===== src/hw/rtl/b64d_pkg.sv =====
package b64d_pkg;

  localparam int CharW  = 8;
  localparam int SextW  = 6;
  localparam int CountW = 3;
  localparam int ByteW  = 8;

  // Character codes with a special meaning in the stream.
  localparam logic [CharW-1:0] ChEquals = 8'h3D;
  localparam logic [CharW-1:0] ChCr     = 8'h0D;
  localparam logic [CharW-1:0] ChLf     = 8'h0A;
  localparam logic [CharW-1:0] ChPlus   = 8'h2B;
  localparam logic [CharW-1:0] ChMinus  = 8'h2D;
  localparam logic [CharW-1:0] ChSlash  = 8'h2F;
  localparam logic [CharW-1:0] ChUscore = 8'h5F;
  localparam logic [CharW-1:0] ChUpperA = 8'h41;
  localparam logic [CharW-1:0] ChUpperZ = 8'h5A;
  localparam logic [CharW-1:0] ChLowerA = 8'h61;
  localparam logic [CharW-1:0] ChLowerZ = 8'h7A;
  localparam logic [CharW-1:0] ChDigit0 = 8'h30;
  localparam logic [CharW-1:0] ChDigit9 = 8'h39;

  localparam logic [SextW-1:0] LowerBase = 6'd26;
  localparam logic [SextW-1:0] DigitBase = 6'd52;
  localparam logic [SextW-1:0] SextPlus  = 6'd62;
  localparam logic [SextW-1:0] SextSlash = 6'd63;

  typedef enum logic [1:0] {
    KIND_SKIP = 2'd0,
    KIND_TERM = 2'd1,
    KIND_DATA = 2'd2
  } char_kind_t;

  typedef struct packed {
    char_kind_t       kind;
    logic [SextW-1:0] sextet;
  } char_class_t;

endpackage


===== src/hw/rtl/b64d_char_class.sv =====
module b64d_char_class
  import b64d_pkg::*;
(
  input  logic [CharW-1:0] char_code,
  output char_class_t      cls
);

  logic [CharW-1:0] off_upper;
  logic [CharW-1:0] off_lower;
  logic [CharW-1:0] off_digit;

  assign off_upper = char_code - ChUpperA;
  assign off_lower = char_code - ChLowerA;
  assign off_digit = char_code - ChDigit0;

  // Both the standard and the URL-safe alphabet map onto the same values.
  always_comb begin
    cls.kind   = KIND_SKIP;
    cls.sextet = '0;
    if (char_code == ChEquals || char_code == ChCr || char_code == ChLf) begin
      cls.kind = KIND_TERM;
    end else if (char_code >= ChUpperA && char_code <= ChUpperZ) begin
      cls.kind   = KIND_DATA;
      cls.sextet = off_upper[SextW-1:0];
    end else if (char_code >= ChLowerA && char_code <= ChLowerZ) begin
      cls.kind   = KIND_DATA;
      cls.sextet = LowerBase + off_lower[SextW-1:0];
    end else if (char_code >= ChDigit0 && char_code <= ChDigit9) begin
      cls.kind   = KIND_DATA;
      cls.sextet = DigitBase + off_digit[SextW-1:0];
    end else if (char_code == ChPlus || char_code == ChMinus) begin
      cls.kind   = KIND_DATA;
      cls.sextet = SextPlus;
    end else if (char_code == ChSlash || char_code == ChUscore) begin
      cls.kind   = KIND_DATA;
      cls.sextet = SextSlash;
    end
  end

endmodule


===== src/hw/rtl/b64d_bit_packer.sv =====
module b64d_bit_packer
  import b64d_pkg::*;
(
  input  logic             clk,
  input  logic             rst_n,
  input  logic             step,
  input  logic             string_start,
  input  char_class_t      cls,
  output logic             byte_valid,
  output logic [ByteW-1:0] byte_data
);

  logic [SextW-1:0]    bits_r,    bits_nxt;
  logic [CountW-1:0]   count_r,   count_nxt;
  logic                stopped_r, stopped_nxt;

  logic [SextW-1:0]    bits_cur;
  logic [CountW-1:0]   count_cur;
  logic                stopped_cur;
  logic [2*SextW-1:0]  acc;
  logic [CountW-1:0]   count_left;
  logic [SextW-1:0]    keep_mask;
  logic [2*SextW-1:0]  acc_shift;

  // A new string clears the state before its first character is handled.
  assign bits_cur    = string_start ? '0 : bits_r;
  assign count_cur   = string_start ? '0 : count_r;
  assign stopped_cur = string_start ? 1'b0 : stopped_r;

  assign acc        = {bits_cur, cls.sextet};
  assign count_left = count_cur - CountW'(2);
  assign acc_shift  = acc >> count_left;
  assign keep_mask  = SextW'((7'd1 << count_left) - 7'd1);

  always_comb begin
    bits_nxt    = bits_cur;
    count_nxt   = count_cur;
    stopped_nxt = stopped_cur;
    byte_valid  = 1'b0;
    byte_data   = acc_shift[ByteW-1:0];
    if (!stopped_cur) begin
      unique case (cls.kind)
        KIND_TERM: stopped_nxt = 1'b1;
        KIND_DATA: begin
          if (count_cur == '0) begin
            bits_nxt  = cls.sextet;
            count_nxt = CountW'(SextW);
          end else begin
            byte_valid = 1'b1;
            bits_nxt   = acc[SextW-1:0] & keep_mask;
            count_nxt  = count_left;
          end
        end
        default: ;
      endcase
    end
  end

  always_ff @(posedge clk) begin
    if (!rst_n) begin
      bits_r    <= '0;
      count_r   <= '0;
      stopped_r <= 1'b0;
    end else if (step) begin
      bits_r    <= bits_nxt;
      count_r   <= count_nxt;
      stopped_r <= stopped_nxt;
    end
  end

endmodule


===== src/hw/rtl/base64_stream_decoder_core.sv =====
// Base64 stream decoder. One character enters per in_ transaction and at
// most one decoded byte leaves per out_ transaction. Standard and URL-safe
// alphabets are both accepted; characters outside them are skipped, and an
// equals sign, CR or LF ends the string so that later characters are ignored
// until one arrives with in_tuser high, which clears the decoder state before
// that character is handled. Leftover bits at the end of a string are
// dropped. The block sustains one character per clock while out_tready
// keeps the output drained: a character is captured in an input register
// and, once the output register is free, decoded into the output register,
// which drives out_tvalid and out_tdata. Throughput is limited only by
// backpressure on out_tready.
module base64_stream_decoder_core
  import b64d_pkg::*;
(
  input  logic             clk,
  input  logic             rst_n,

  input  logic             in_tvalid,
  output logic             in_tready,
  input  logic [CharW-1:0] in_tdata,   // [7:0] char_code
  input  logic             in_tuser,   // [0] string_start

  output logic             out_tvalid,
  input  logic             out_tready,
  output logic [ByteW-1:0] out_tdata   // [7:0] data_byte
);

  logic             s1_valid_r;
  logic [CharW-1:0] s1_char_r;
  logic             s1_start_r;

  logic             out_valid_r;
  logic [ByteW-1:0] out_data_r;

  logic             out_free;
  logic             step;
  char_class_t      cls;
  logic             byte_valid;
  logic [ByteW-1:0] byte_data;

  // The output register can take a new result when it is empty or is being
  // drained in this cycle; the input register then moves on as well.
  assign out_free  = !out_valid_r || out_tready;
  assign step      = s1_valid_r && out_free;
  assign in_tready = !s1_valid_r || out_free;

  always_ff @(posedge clk) begin
    if (!rst_n) begin
      s1_valid_r <= 1'b0;
    end else if (in_tready) begin
      s1_valid_r <= in_tvalid;
    end
  end

  always_ff @(posedge clk) begin
    if (in_tready && in_tvalid) begin
      s1_char_r  <= in_tdata;
      s1_start_r <= in_tuser;
    end
  end

  b64d_char_class u_char_class (
    .char_code (s1_char_r),
    .cls       (cls)
  );

  // Holds the pending bits, their count and the stopped flag.
  b64d_bit_packer u_bit_packer (
    .clk          (clk),
    .rst_n        (rst_n),
    .step         (step),
    .string_start (s1_start_r),
    .cls          (cls),
    .byte_valid   (byte_valid),
    .byte_data    (byte_data)
  );

  always_ff @(posedge clk) begin
    if (!rst_n) begin
      out_valid_r <= 1'b0;
    end else if (out_free) begin
      out_valid_r <= step && byte_valid;
    end
  end

  always_ff @(posedge clk) begin
    if (step && byte_valid) begin
      out_data_r <= byte_data;
    end
  end

  assign out_tvalid = out_valid_r;
  assign out_tdata  = out_data_r;

endmodule


===== config.mk =====
export PLATFORM = sky130hd
export DESIGN_NAME = base64_stream_decoder_core
export DESIGN_NICKNAME = d
export VERILOG_FILES = /design/src/hw/rtl/b64d_pkg.sv /design/src/hw/rtl/b64d_char_class.sv /design/src/hw/rtl/b64d_bit_packer.sv /design/src/hw/rtl/base64_stream_decoder_core.sv
export SDC_FILE = /design/constraint.sdc
export NUM_CORES = 1
export LEC_CHECK = 0
export CAP_MARGIN = 20
export CORE_UTILIZATION = 55
export DETAILED_ROUTE_END_ITERATION = 16
export DONT_BUFFER_PORTS = 1
export PLACE_DENSITY = 0.78
export SLEW_MARGIN = 10
export SYNTH_ARGS = -nofsm -noshare
export SYNTH_HDL_FRONTEND = slang
export SYNTH_HIERARCHICAL = 1
export SYNTH_SLANG_ARGS = --single-unit

===== constraint.sdc =====
create_clock -name clk -period 5.95 [get_ports clk]
set_input_delay 0 -clock clk [delete_from_list [all_inputs] [get_ports clk]]
set_output_delay 0 -clock clk [all_outputs]
set_load 0.005 [all_outputs]

# Word level (Yosys, flattened, before mapping)

Cells that the tools add are included.

Register bits after elaboration: 29
Input bits: 13
Output and inout port bits: 10
Word-level logic and storage cells: 69

$add $sub $neg: 7
Order comparisons: 6
Equality and inequality tests: 9
Shift-type cells: 2
Muxes and demuxes: 21
Bitwise operators: 1
Reduce and logical (&&, ||, !) cells: 15

Operator list:

| kind                  | number |
|---|---|
| $mux W8               | 5 |
| $eq A8 B6 Y1 const B  | 4 |
| $mux W6               | 5 |
| $eq A8 B4 Y1 const B  | 2 |
| $ge A8 B7 Y1 const B  | 2 |
| $le A8 B7 Y1 const B  | 2 |
| $mux W3               | 4 |
| $shr A12 B3 Y8        | 1 |
| $sub A6 B1 Y6 const B | 2 |
| $sub A6 B6 Y6 const B | 2 |
| $eq A8 B7 Y1 const B  | 1 |
| $ge A8 B6 Y1 const B  | 1 |
| $le A8 B6 Y1 const B  | 1 |
| $add A5 B6 Y6 const A | 1 |
| $add A6 B6 Y6 const A | 1 |
| $and A6 B6 Y6         | 1 |
| $logic_and A1 B1 Y1   | 6 |
| $logic_or A1 B1 Y1    | 6 |
| $mux W1               | 6 |
| $shl A1 B3 Y6 const A | 1 |
| $logic_not A3 Y1      | 1 |
| $sub A3 B2 Y3 const B | 1 |
| $eq A2 B1 Y1 const B  | 1 |
| $eq A2 B2 Y1 const B  | 1 |
| other kinds (2)       | 3 |

# Longest topological paths before layout

Gate-level depths: netlist of run 1.

Depth in word-level cells: 12
Mapped depth: 13

# By module

The synthesis of run 1 kept the hierarchy.

Modules (own cells, without submodules):

| module                     | times used | cells each | area an instance (sq um) |
|---|---|---|---|
| b64d_bit_packer            | 1          | 131        | 1,037.2 |
| b64d_char_class            | 1          | 82         | 649.4 |
| base64_stream_decoder_core | 1          | 30         | 623.1 |

# Worst setup path after synthesis of run 1

OpenSTA, ideal clock, no wires.

Kind: register -> register
Start: register s1_char_r[0]
End: register out_data_r[0], in the netlist out_tdata[0], enable pin
Arrival time: 2.569 ns
Required time: 5.579 ns
Setup slack: 3.011 ns
Stages on the path, launching flop included: 13
Path buffers: 1
Period minus slack after synthesis: 2.939 ns
Cell sequence: edfxtp_1 > inv_1 > ha_1 > nor2b_1 > o211a_1 > and4bb_2 > buf_6 > nor3_1 > nor2_1 > nand2b_1 > nor4_2 > nand2_1 > nor2_1

RTL lines:

| element                | line                             | RTL |
|---|---|---|
| from (decl)            | base64_stream_decoder_core.sv:29 | `logic [CharW-1:0] s1_char_r;` |
| from (signal assigned) | base64_stream_decoder_core.sv:57 | `s1_char_r <= in_tdata;` |
| to (signal assigned)   | base64_stream_decoder_core.sv:88 | `out_data_r <= byte_data;` |
| to (decl)              | base64_stream_decoder_core.sv:33 | `logic [ByteW-1:0] out_data_r;` |

==> results of run 1 <==
## state kept, by name, summed over array words and instances, names as in the netlist
register and flops:
s1_valid_r 1, u_bit_packer/bits_r 6, s1_start_r 1, out_tvalid 1, u_bit_packer/stopped_r 1, out_tdata 8, s1_char_r 8, u_bit_packer/count_r 3
## Yosys cell counts, drive strengths merged (5+ instances only)
cell type | n | area (sq um)
nand2 | 23 | 86.3
edfxtp | 17 | 510
nor2b | 15 | 104
nor2 | 13 | 61.3
dfxtp | 12 | 240
o21ai | 12 | 71.3
a21oi | 11 | 58.8
buf | 11 | 87.6
inv | 11 | 41.3
ha | 10 | 125
nand3 | 8 | 40.0
nor3 | 8 | 45.0
mux2i | 7 | 70.1
a221oi | 6 | 77.6
a32oi | 6 | 52.6
xnor2 | 6 | 52.6
mux2 | 5 | 56.3
nor3b | 5 | 53.8
## power breakdown
group	switching (uW)	internal, uW	total, uW	leakage [uW]
Clock	73.6	78.4	152	0.0000430
Sequential	10.5	217	228	0.000275
Combinational	43.6	34.0	77.6	0.000524
Total	128	330	458	0.000842
## cells by family after synthesis
family / after synthesis / synth area share [%]
simple gates: 94 / 24.2
compound gates: 68 / 24.1
flops: 29 / 32.5
buf+inv: 23 / 5.74
mux: 12 / 5.47
fa+ha+maj: 10 / 5.42
xor+xnor: 7 / 2.65
## metrics by stage
stage,utilization (%),hold slack (ns)
after global placement,56.8,0.0989
after floorplan,-,0.0829
after global routing,62.3,0.126
after detailed placement,56.8,0.0989
final,62.3,0.113
after CTS,62.3,0.103
## layout make-up
class	count	area [sq um]
well taps	50	62.6
multi-input cells	191	1430
inverters	11	41.3
fillers	354	1520
clock buffers	5	68.8
repair buffers	15	148
clock inverters	3	12.5
flip-flops and latches	29	751
## metal layers
metal,track usage (%),share of wire (%),up-vias
met5,0,0,-
met4,9.84,1.5,0
met3,6.16,4.6,7
met2,42.2,49,61
met1,32.8,45,939
li1,-,-,935
## worst reg2reg max path: cells and delay by family (launching register included)
| kind | cells | cell delay (ns) |
|---|---|---|
| adder cells (fa/ha/maj) | 1 | 0.30 |
| flip-flops | 1 | 0.55 |
| AO/OA/AOI/OAI | 2 | 0.39 |
| buffers and inverters | 1 | 0.16 |
| AND/OR/NAND/NOR | 7 | 1.72 |
## worst max-delay path by stage
stage | startpoint | endpoint | slack [ns] | cells after the start
3_3_place_gp | s1_char_r[2]$_DFFE_PP_ | out_tdata[2]$_DFFE_PP_ | 2.63 | 11
5_1_grt | s1_char_r[2]$_DFFE_PP_ | out_tdata[4]$_DFFE_PP_ | 2.17 | 11
6_report | s1_char_r[2]$_DFFE_PP_ | out_tdata[4]$_DFFE_PP_ | 2.45 | 11
3_5_place_dp | s1_char_r[2]$_DFFE_PP_ | out_tdata[2]$_DFFE_PP_ | 2.49 | 11
2_1_floorplan | s1_char_r[0]$_DFFE_PP_ | out_tdata[0]$_DFFE_PP_ | 3.01 | 12
4_1_cts | s1_char_r[2]$_DFFE_PP_ | out_tdata[4]$_DFFE_PP_ | 2.44 | 11
## what timing repair did
| action | CTS | global route |
|---|---|---|
| hold buffers | 14 | 0 |
| endpoints found under the hold margin | 21 | 0 |
| gates resized for setup | 0 | 0 |
==> impl_metrics.py, run 1 <==
metrics = {
    "synthesis": {
        "synth_top_flop_cell": "edfxtp_1",
        "synth-edff-count": 17,
        "syn_area_sq_um": 2310,
        "synth-seq-cells": 29,
        "yosys_warnings": 6,
        "avgSynthCellArea_sq_um": 9.51,
        "synth_cell_type_count": 66,
        "synth_nets": 266,
        "async_flop_share_pct": 0,
        "ys_seq_area_share_pct": 32.5,
        "synth_cells": 243,
    },
    "setup_path": {
        "crit_fanout": 13,
        "path_common_cell": "nor2_1",
        "cp_num_buf_inv": 1,
        "reg2reg_to": "out_tdata[4]$_DFFE_PP_",
        "reg2reg_slack_ns": 2.45,
        "required_ns": 5.86,
        "slowest_delay_ns": 0.55,
        "cp-start-kind": "flip-flop",
        "crit_arrival_ns": 3.41,
        "cp_top_family": "simple AND/OR/NAND/NOR gates",
        "end_kind": "flip-flop",
        "rr_worst_depth": 11,
        "crit_type": "flip-flop to flip-flop",
        "critical_path.slowest_cell": "edfxtp_1",
        "path_cells": "inv_1, ha_1, a21o_2, a31oi_1, and4bb_2, nor3_1, nor2_1, nand2b_1, nor4_2, nand2_1, nor2_1",
        "r2r_start": "s1_char_r[2]$_DFFE_PP_",
    },
    "finish": {
        "design_area_sq_um": 2510,
        "syn_to_final_growth_pct": 8.67,
        "drive_gt1_share_pct": 12.6,
        "final_common_cell": "nand2_1",
        "stdcell_count": 304,
        "antenna_cells": 0,
        "fin_nets": 276,
        "mostFrequentLayoutCells": "nand2_1 (23), edfxtp_1 (17), dlygate4sd3_1 (14), nor2b_1 (13), dfxtp_1 (12)",
    },
    "placement": {
        "post-place-ws_ns": 2.49,
        "dp_cells": 282,
        "dp_hpwl_mm": 3.56,
        "placed_area_sq_um": 2290,
        "io_buffer_count": 0,
        "finalWeightedCongestion": 0.890,
    },
    "route": {
        "drtIter0Drc": 126,
        "wl_mm": 5.24,
        "ant_nets": 0,
        "drc": 0,
        "avgRoutedWirePerCell_um": 17.2,
        "first_pass_iters": 5,
        "vias": 1942,
        "vias_per_cell": 6.39,
    },
    "cts": {
        "cts_max_level": 2,
        "clockBufferDepth": 2,
        "clock_latency_ns": 0.28,
        "clock_sinks": 29,
        "post_cts_buffers": 0,
        "cts_root_buffer": "clkbuf_8",
        "cts_buffers": 5,
        "clkSlewWorstSetupHoldPaths_ns": 0.07,
        "cts_tree": "done",
    },
    "pwr": {
        "p_leak_uw": 0.000842,
        "power_density_nw_per_um2": 182,
        "power_uw": 458,
        "peakVddDrop_mv": 0.135,
    },
    "status": {
        "status": "finished clean",
    },
    "timing": {
        "fin_ws_ns": 2.45,
        "finalSetupViolations": 0,
        "slew_violations": 0,
        "fin_crit_ns": 3.50,
        "skew_ns": 0.00845,
        "max_freq_mhz": 286,
        "hold_viol": 0,
        "fin_crit_sh_pct": 58.8,
        "relSlewSlack_pct": 38.2,
        "setup_tns_ns": 0,
        "grt_setup_unrepaired": "no",
        "tightestPinTransition_ns": 0.926,
    },
    "hold_path": {
        "hold_start": "out_tready",
        "hold_end": "in_tready",
        "holdCritPathClass": "input pin to output pin",
        "whs_path_depth": 2,
    },
    "die": {
        "die-area_sq_um": 4460,
        "core_area_sq_um": 4030,
        "die_x_um": 66.8,
        "initial_core_util_pct": 57.3,
        "ioPinCount": 23,
        "placementRows": 23,
        "die_y_um": 66.8,
    },
    "global_route": {
        "grt_max_degree": 27,
        "antenna_found_initial": 0,
        "grt_pass1_wl_mm": 8.53,
        "grt.overflow.total": 0,
        "track_usage_pct": 25.9,
        "grt_pass1_vias": 1769,
    },
    "run": {
        "drv_cap": 0,
    },
}
Note: power is estimated with default switching activity, not from simulation.
==> run 2, diff against run 1 <==
PLACE_DENSITY = 0.81   (was 0.78)
clock period = 2.8 ns   (was 5.95 ns; I/O delays follow)
==> run 2 against run 1 <==
Compared with the run above: the flow now finishes with violations (negative setup slack); wire length grew 45%; non-clock buffer count up 46; global-route usage is 4.2 points higher; critical path type unchanged.
==> impl_metrics.py, run 2 (same netlist as run 1, synthesis figures left out) <==
metrics = {
    "finish": {
        "fill_cells": 222,
        "fin_nets": 322,
        "antenna_cells": 0,
        "mostFrequentLayoutCells": "buf_4 (37), nand2_1 (22), edfxtp_1 (17), dlygate4sd3_1 (14), nor2b_1 (13)",
        "design_area_sq_um": 3110,
        "final_common_cell": "buf_4",
        "drive_gt1_share_pct": 35.0,
        "stdcell_count": 350,
        "utilization_pct": 77.1,
        "syn_to_final_growth_pct": 34.5,
        "multi_input_area_sq_um": 1600,
        "seq_area_sq_um": 751,
    },
    "cts": {
        "clock_sinks": 29,
        "clock_latency_ns": 0.29,
        "cts_root_buffer": "clkbuf_8",
        "cts_max_level": 2,
        "clockBufferDepth": 2,
        "clkSlewWorstSetupHoldPaths_ns": 0.07,
        "cts_buffers": 5,
        "cts_tree": "done",
    },
    "route": {
        "drtIter0Drc": 345,
        "wl_mm": 7.60,
        "first_pass_iters": 8,
        "drc": 0,
        "vias_per_cell": 6.79,
        "avgRoutedWirePerCell_um": 21.7,
        "ant_nets": 0,
        "vias": 2377,
    },
    "setup_path": {
        "crit_path_start": "s1_char_r[3]$_DFFE_PP_",
        "crit_fanout": 5,
        "r2r_start": "s1_char_r[3]$_DFFE_PP_",
        "reg2reg_slack_ns": -0.24,
        "rr_worst_depth": 11,
        "crit_arrival_ns": 3.15,
        "cp-start-kind": "flip-flop",
        "required_ns": 2.92,
        "crit_type": "flip-flop to flip-flop",
        "end_kind": "flip-flop",
        "reg2reg_to": "out_tdata[1]$_DFFE_PP_",
    },
    "status": {
        "status": "finished with violations",
        "violations": "negative setup slack",
    },
    "timing": {
        "skew_ns": 0.00779,
        "tightestPinTransition_ns": 0.862,
        "relSlewSlack_pct": 42.4,
        "fin_crit_ns": 3.04,
        "hold_viol": 0,
        "grt_setup_unrepaired": "yes",
        "max_freq_mhz": 329,
        "fin_crit_sh_pct": 108,
        "fin_ws_ns": -0.235,
        "finalSetupViolations": 22,
        "slew_violations": 0,
    },
    "placement": {
        "dp_cells": 308,
        "placed_area_sq_um": 2500,
        "finalWeightedCongestion": 0.935,
        "dp_hpwl_mm": 4.00,
        "io_buffer_count": 0,
        "post-place-ws_ns": -0.0480,
    },
    "die": {
        "die_y_um": 66.8,
        "core_area_sq_um": 4030,
        "ioPinCount": 23,
        "placementRows": 23,
        "die_x_um": 66.8,
        "die-area_sq_um": 4460,
        "initial_core_util_pct": 57.3,
    },
    "global_route": {
        "grt_pass1_wl_mm": 9.89,
        "grt_pass1_vias": 2077,
        "track_usage_pct": 30.1,
        "antenna_found_initial": 0,
        "grt_max_degree": 26,
        "grt.overflow.total": 0,
    },
    "pwr": {
        "power_density_nw_per_um2": 363,
        "p_leak_uw": 0.00112,
        "peakVddDrop_mv": 0.319,
        "power_uw": 1130,
    },
    "hold_path": {
        "hold_start": "out_tready",
        "whs_path_depth": 2,
        "holdCritPathClass": "input pin to output pin",
        "hold_end": "in_tready",
    },
    "run": {
        "drv_cap": 0,
    },
}
run 2: per-layer routing:
layer	routed length (um)	track usage, %	vias to the layer above
li1	-	-	1025
met1	2800	35.7	1094
met2	3500	51.0	186
met3	701	5.31	72
met4	606	16.5	0
met5	0	0	-
run 2: metrics by stage:
step | hold slack, ns | setup TNS (ns)
final | 0.0987 | -2.97
after global routing | 0.108 | -4.74
after CTS | 0.0995 | 0
after detailed placement | 0.0989 | -0.0818
after global placement | 0.0957 | 0
after floorplan | 0.0858 | 0
run 2: how the worst max path moves through the flow:
| stage | endpoint | slack, ns |
|---|---|---|
| 2_1_floorplan | out_tdata[0]$_DFFE_PP_ | 0.002 |
| 5_1_grt | out_tdata[0]$_DFFE_PP_ | -0.29 |
| 4_1_cts | out_tdata[1]$_DFFE_PP_ | 0.0004 |
| 3_3_place_gp | out_tdata[0]$_DFFE_PP_ | 0.03 |
| 6_report | out_tdata[1]$_DFFE_PP_ | -0.24 |
| 3_5_place_dp | out_tdata[0]$_DFFE_PP_ | -0.05 |
run 2: cell type report:
type / instances / area share, %
multi-input combinational: 191 / 51.5
tap: 50 / 2.01
clock inverter: 2 / 0.282
sequential: 29 / 24.2
clock buffer: 6 / 2.66
inverter: 11 / 1.33
timing repair buffer: 61 / 18.1
run 2: report_power, final:
part | internal, uW | total, uW | switching (uW)
sequential | 462 | 481 | 18.7
combinational | 137 | 280 | 144
clock | 194 | 366 | 172
total | 793 | 1130 | 334
run 2: repair_timing:
action	4_1_cts	5_1_grt
setup buffers	3	17
hold buffers	14	0
pin swaps	2	22
endpoints found under the hold margin	21	0
resized for setup	3	42
endpoints found under the setup margin	3	22
cloned	0	1
run 2: critical path, cell delays in order (launching register included):
cell and delay (ns):
edfxtp_1 0.51, ha_2 0.27, a21o_2 0.23, a31oi_1 0.24
and4bb_4 0.34, buf_12 0.13, a21oi_1 0.07, a221oi_4 0.32
mux2i_1 0.13, a21oi_1 0.24, o21ai_1 0.12, a221oi_2 0.24
==> run 3, diff against run 2 <==
BUFFER_PORTS_ARGS = -buffer_cell sky130_fd_sc_hd__buf_2   (was default)
CORE_UTILIZATION = 54   (was 55)
DONT_BUFFER_PORTS = default   (was 1)
PLACE_DENSITY = 0.85   (was 0.81)
TNS_END_PERCENT = 50   (was default)
==> run 3 against run 2 <==
Compared with the run above: the run still ends with negative setup slack left; count of clock-buffer cells in the layout stayed put; first-iteration DRC count is 19% lower; critical path depth is 1 lower; wire length is 17% lower; hold slack worse by 0.043 ns; combinational power is 15% lower; global-route usage is 0.39 points lower; via count is 5.4% lower; clock power hardly changed; critical endpoint is now out_tdata[0]$_DFFE_PP_; cell count is 1.7% higher; register-to-register slack better by 0.14 ns; worst setup slack better by 0.14 ns.
==> impl_metrics.py, run 3 (same netlist as run 1, synthesis figures left out) <==
metrics = {
    "status": {
        "status": "finished with violations",
        "violations": "negative setup slack",
    },
    "timing": {
        "fin_ws_ns": -0.0934,
        "skew_ns": 0.0104,
        "grt_setup_unrepaired": "yes",
        "fin_crit_ns": 2.89,
        "hold_viol": 0,
        "slew_violations": 0,
        "whs_ns": 0.0556,
        "relSlewSlack_pct": 36.6,
        "finalSetupViolations": 16,
        "tightestPinTransition_ns": 0.949,
        "max_freq_mhz": 346,
        "fin_crit_sh_pct": 103,
    },
    "pwr": {
        "seqPwrFrac_pct": 44.3,
        "switchingPower_uw": 311,
        "pwr-share-comb_pct": 22.0,
        "clkPwrFrac_pct": 33.8,
        "power_density_nw_per_um2": 371,
        "p_sw_share_pct": 28.7,
        "peakVddDrop_mv": 0.320,
        "p_int_uw": 771,
        "p_leak_uw": 0.00110,
    },
    "finish": {
        "antenna_cells": 0,
        "fin_nets": 328,
        "mostFrequentLayoutCells": "buf_4 (33), nand2_1 (23), buf_2 (22), edfxtp_1 (17), nor2b_1 (13)",
        "drive_gt1_share_pct": 33.0,
        "design_area_sq_um": 2920,
        "utilization_pct": 71.9,
        "final_common_cell": "buf_4",
        "syn_to_final_growth_pct": 26.3,
    },
    "placement": {
        "io_buffer_count": 22,
        "placed_area_sq_um": 2580,
        "dp_hpwl_mm": 4.01,
        "finalWeightedCongestion": 0.969,
    },
    "route": {
        "wl_mm": 6.30,
        "avgRoutedWirePerCell_um": 17.7,
        "ant_nets": 0,
        "drc": 0,
        "drtIter0Drc": 279,
        "vias": 2248,
        "first_pass_iters": 5,
        "vias_per_cell": 6.31,
    },
    "cts": {
        "clock_latency_ns": 0.29,
        "cts_root_buffer": "clkbuf_8",
        "cts_buffers": 5,
        "cts_max_level": 2,
        "clock_sinks": 29,
        "clockBufferDepth": 2,
        "clkSlewWorstSetupHoldPaths_ns": 0.07,
        "cts_tree": "done",
    },
    "die": {
        "die-area_sq_um": 4540,
        "initial_core_util_pct": 56.9,
        "die_y_um": 67.4,
        "ioPinCount": 23,
        "core_area_sq_um": 4060,
        "die_x_um": 67.4,
        "placementRows": 23,
    },
    "global_route": {
        "track_usage_pct": 29.7,
        "grt_pass1_vias": 2043,
        "grt_pass1_wl_mm": 9.94,
        "grt_max_degree": 26,
        "grt.overflow.total": 0,
        "antenna_found_initial": 0,
    },
    "hold_path": {
        "holdCritPathClass": "input pin to flip-flop",
    },
    "setup_path": {
        "cp-start-kind": "flip-flop",
        "r2r_start": "s1_char_r[3]$_DFFE_PP_",
        "endpoint": "out_tdata[0]$_DFFE_PP_",
        "crit_path_start": "s1_char_r[3]$_DFFE_PP_",
        "crit_fanout": 8,
        "crit_type": "flip-flop to flip-flop",
        "crit_arrival_ns": 3.02,
        "reg2reg_to": "out_tdata[0]$_DFFE_PP_",
        "end_kind": "flip-flop",
        "reg2reg_slack_ns": -0.09,
        "rr_worst_depth": 10,
        "required_ns": 2.92,
    },
    "run": {
        "drv_cap": 0,
    },
}
==> run 3: cell count changes in the layout (fill, tap and decap cells not counted), moves of 3 or more <==
| cell | change |
|---|---|
| buf_2 | +22 |
| buf_4 | -4 |
| buf_6 | -6 |
| dlygate4sd3_1 | -4 |
| nor3b_1 | +3 |
==> run 3: layer usage <==
metal | vias up | GRT usage, % | share of wire (%)
li1 | 1041 | - | -
met1 | 1053 | 39.1 | 44
met2 | 132 | 47.0 | 47
met3 | 22 | 6.42 | 7.4
met4 | 0 | 12.0 | 2.0
met5 | - | 0 | 0
==> run 3: layout make-up <==
cell class / count / area (sq um)
multi-input cells: 191 / 1480
fillers: 271 / 1140
flip-flops and latches: 29 / 751
repair buffers: 67 / 489
clock buffers: 6 / 82.6
well taps: 50 / 62.6
inverters: 11 / 41.3
clock inverters: 2 / 8.76
==> run 3: critical path, stage by stage (launching register included) <==
cell and delay [ns]:
edfxtp_1 0.49, ha_2 0.27, a21o_2 0.23, a31oi_1 0.21
and4bb_4 0.34, buf_4 0.17, a21oi_1 0.07, a221oi_2 0.39
mux2_2 0.27, o21ai_1 0.07, a221oi_2 0.21
==> run 3: power by group through the flow <==
stage / sequential [uW] / combinational (uW) / clock [uW]
global route: 480 / 252 / 382
finish: 479 / 238 / 365
floorplan: 483 / 131 / 0
CTS: 478 / 207 / 356
detailed placement: 486 / 190 / 0
global placement: 485 / 185 / 0
==> run 3: worst min-delay path by stage <==
stage	from	end	slack, ns	cells past startpoint
4_1_cts	out_tready	out_tvalid$_SDFFE_PN0P_	0.06	3
5_1_grt	out_tready	out_tvalid$_SDFFE_PN0P_	0.08	3
3_3_place_gp	in_tdata[7]	s1_char_r[7]$_DFFE_PP_	0.18	1
2_1_floorplan	out_tready	in_tready	0.09	2
3_5_place_dp	in_tdata[5]	s1_char_r[5]$_DFFE_PP_	0.18	1
6_report	out_tready	out_tvalid$_SDFFE_PN0P_	0.06	3
==> run 3: stage by stage <==
step	setup slack, ns	cells	setup TNS [ns]	total power [uW]
CTS	0.0124	346	0	1040
detailed placement	-0.0989	326	-0.319	677
global placement	-0.0115	326	-0.0196	669
global route	-0.226	356	-3.28	1110
finish	-0.0934	356	-0.974	1080
floorplan	0.00239	243	0	614
==> run 3: timing repair <==
action	in CTS	in global routing
endpoints found under the hold margin	10	0
pin swaps	2	9
hold buffers	10	0
cloned	0	0
setup endpoints to repair	16	22
gates resized for setup	5	13
buffers inserted	2	10
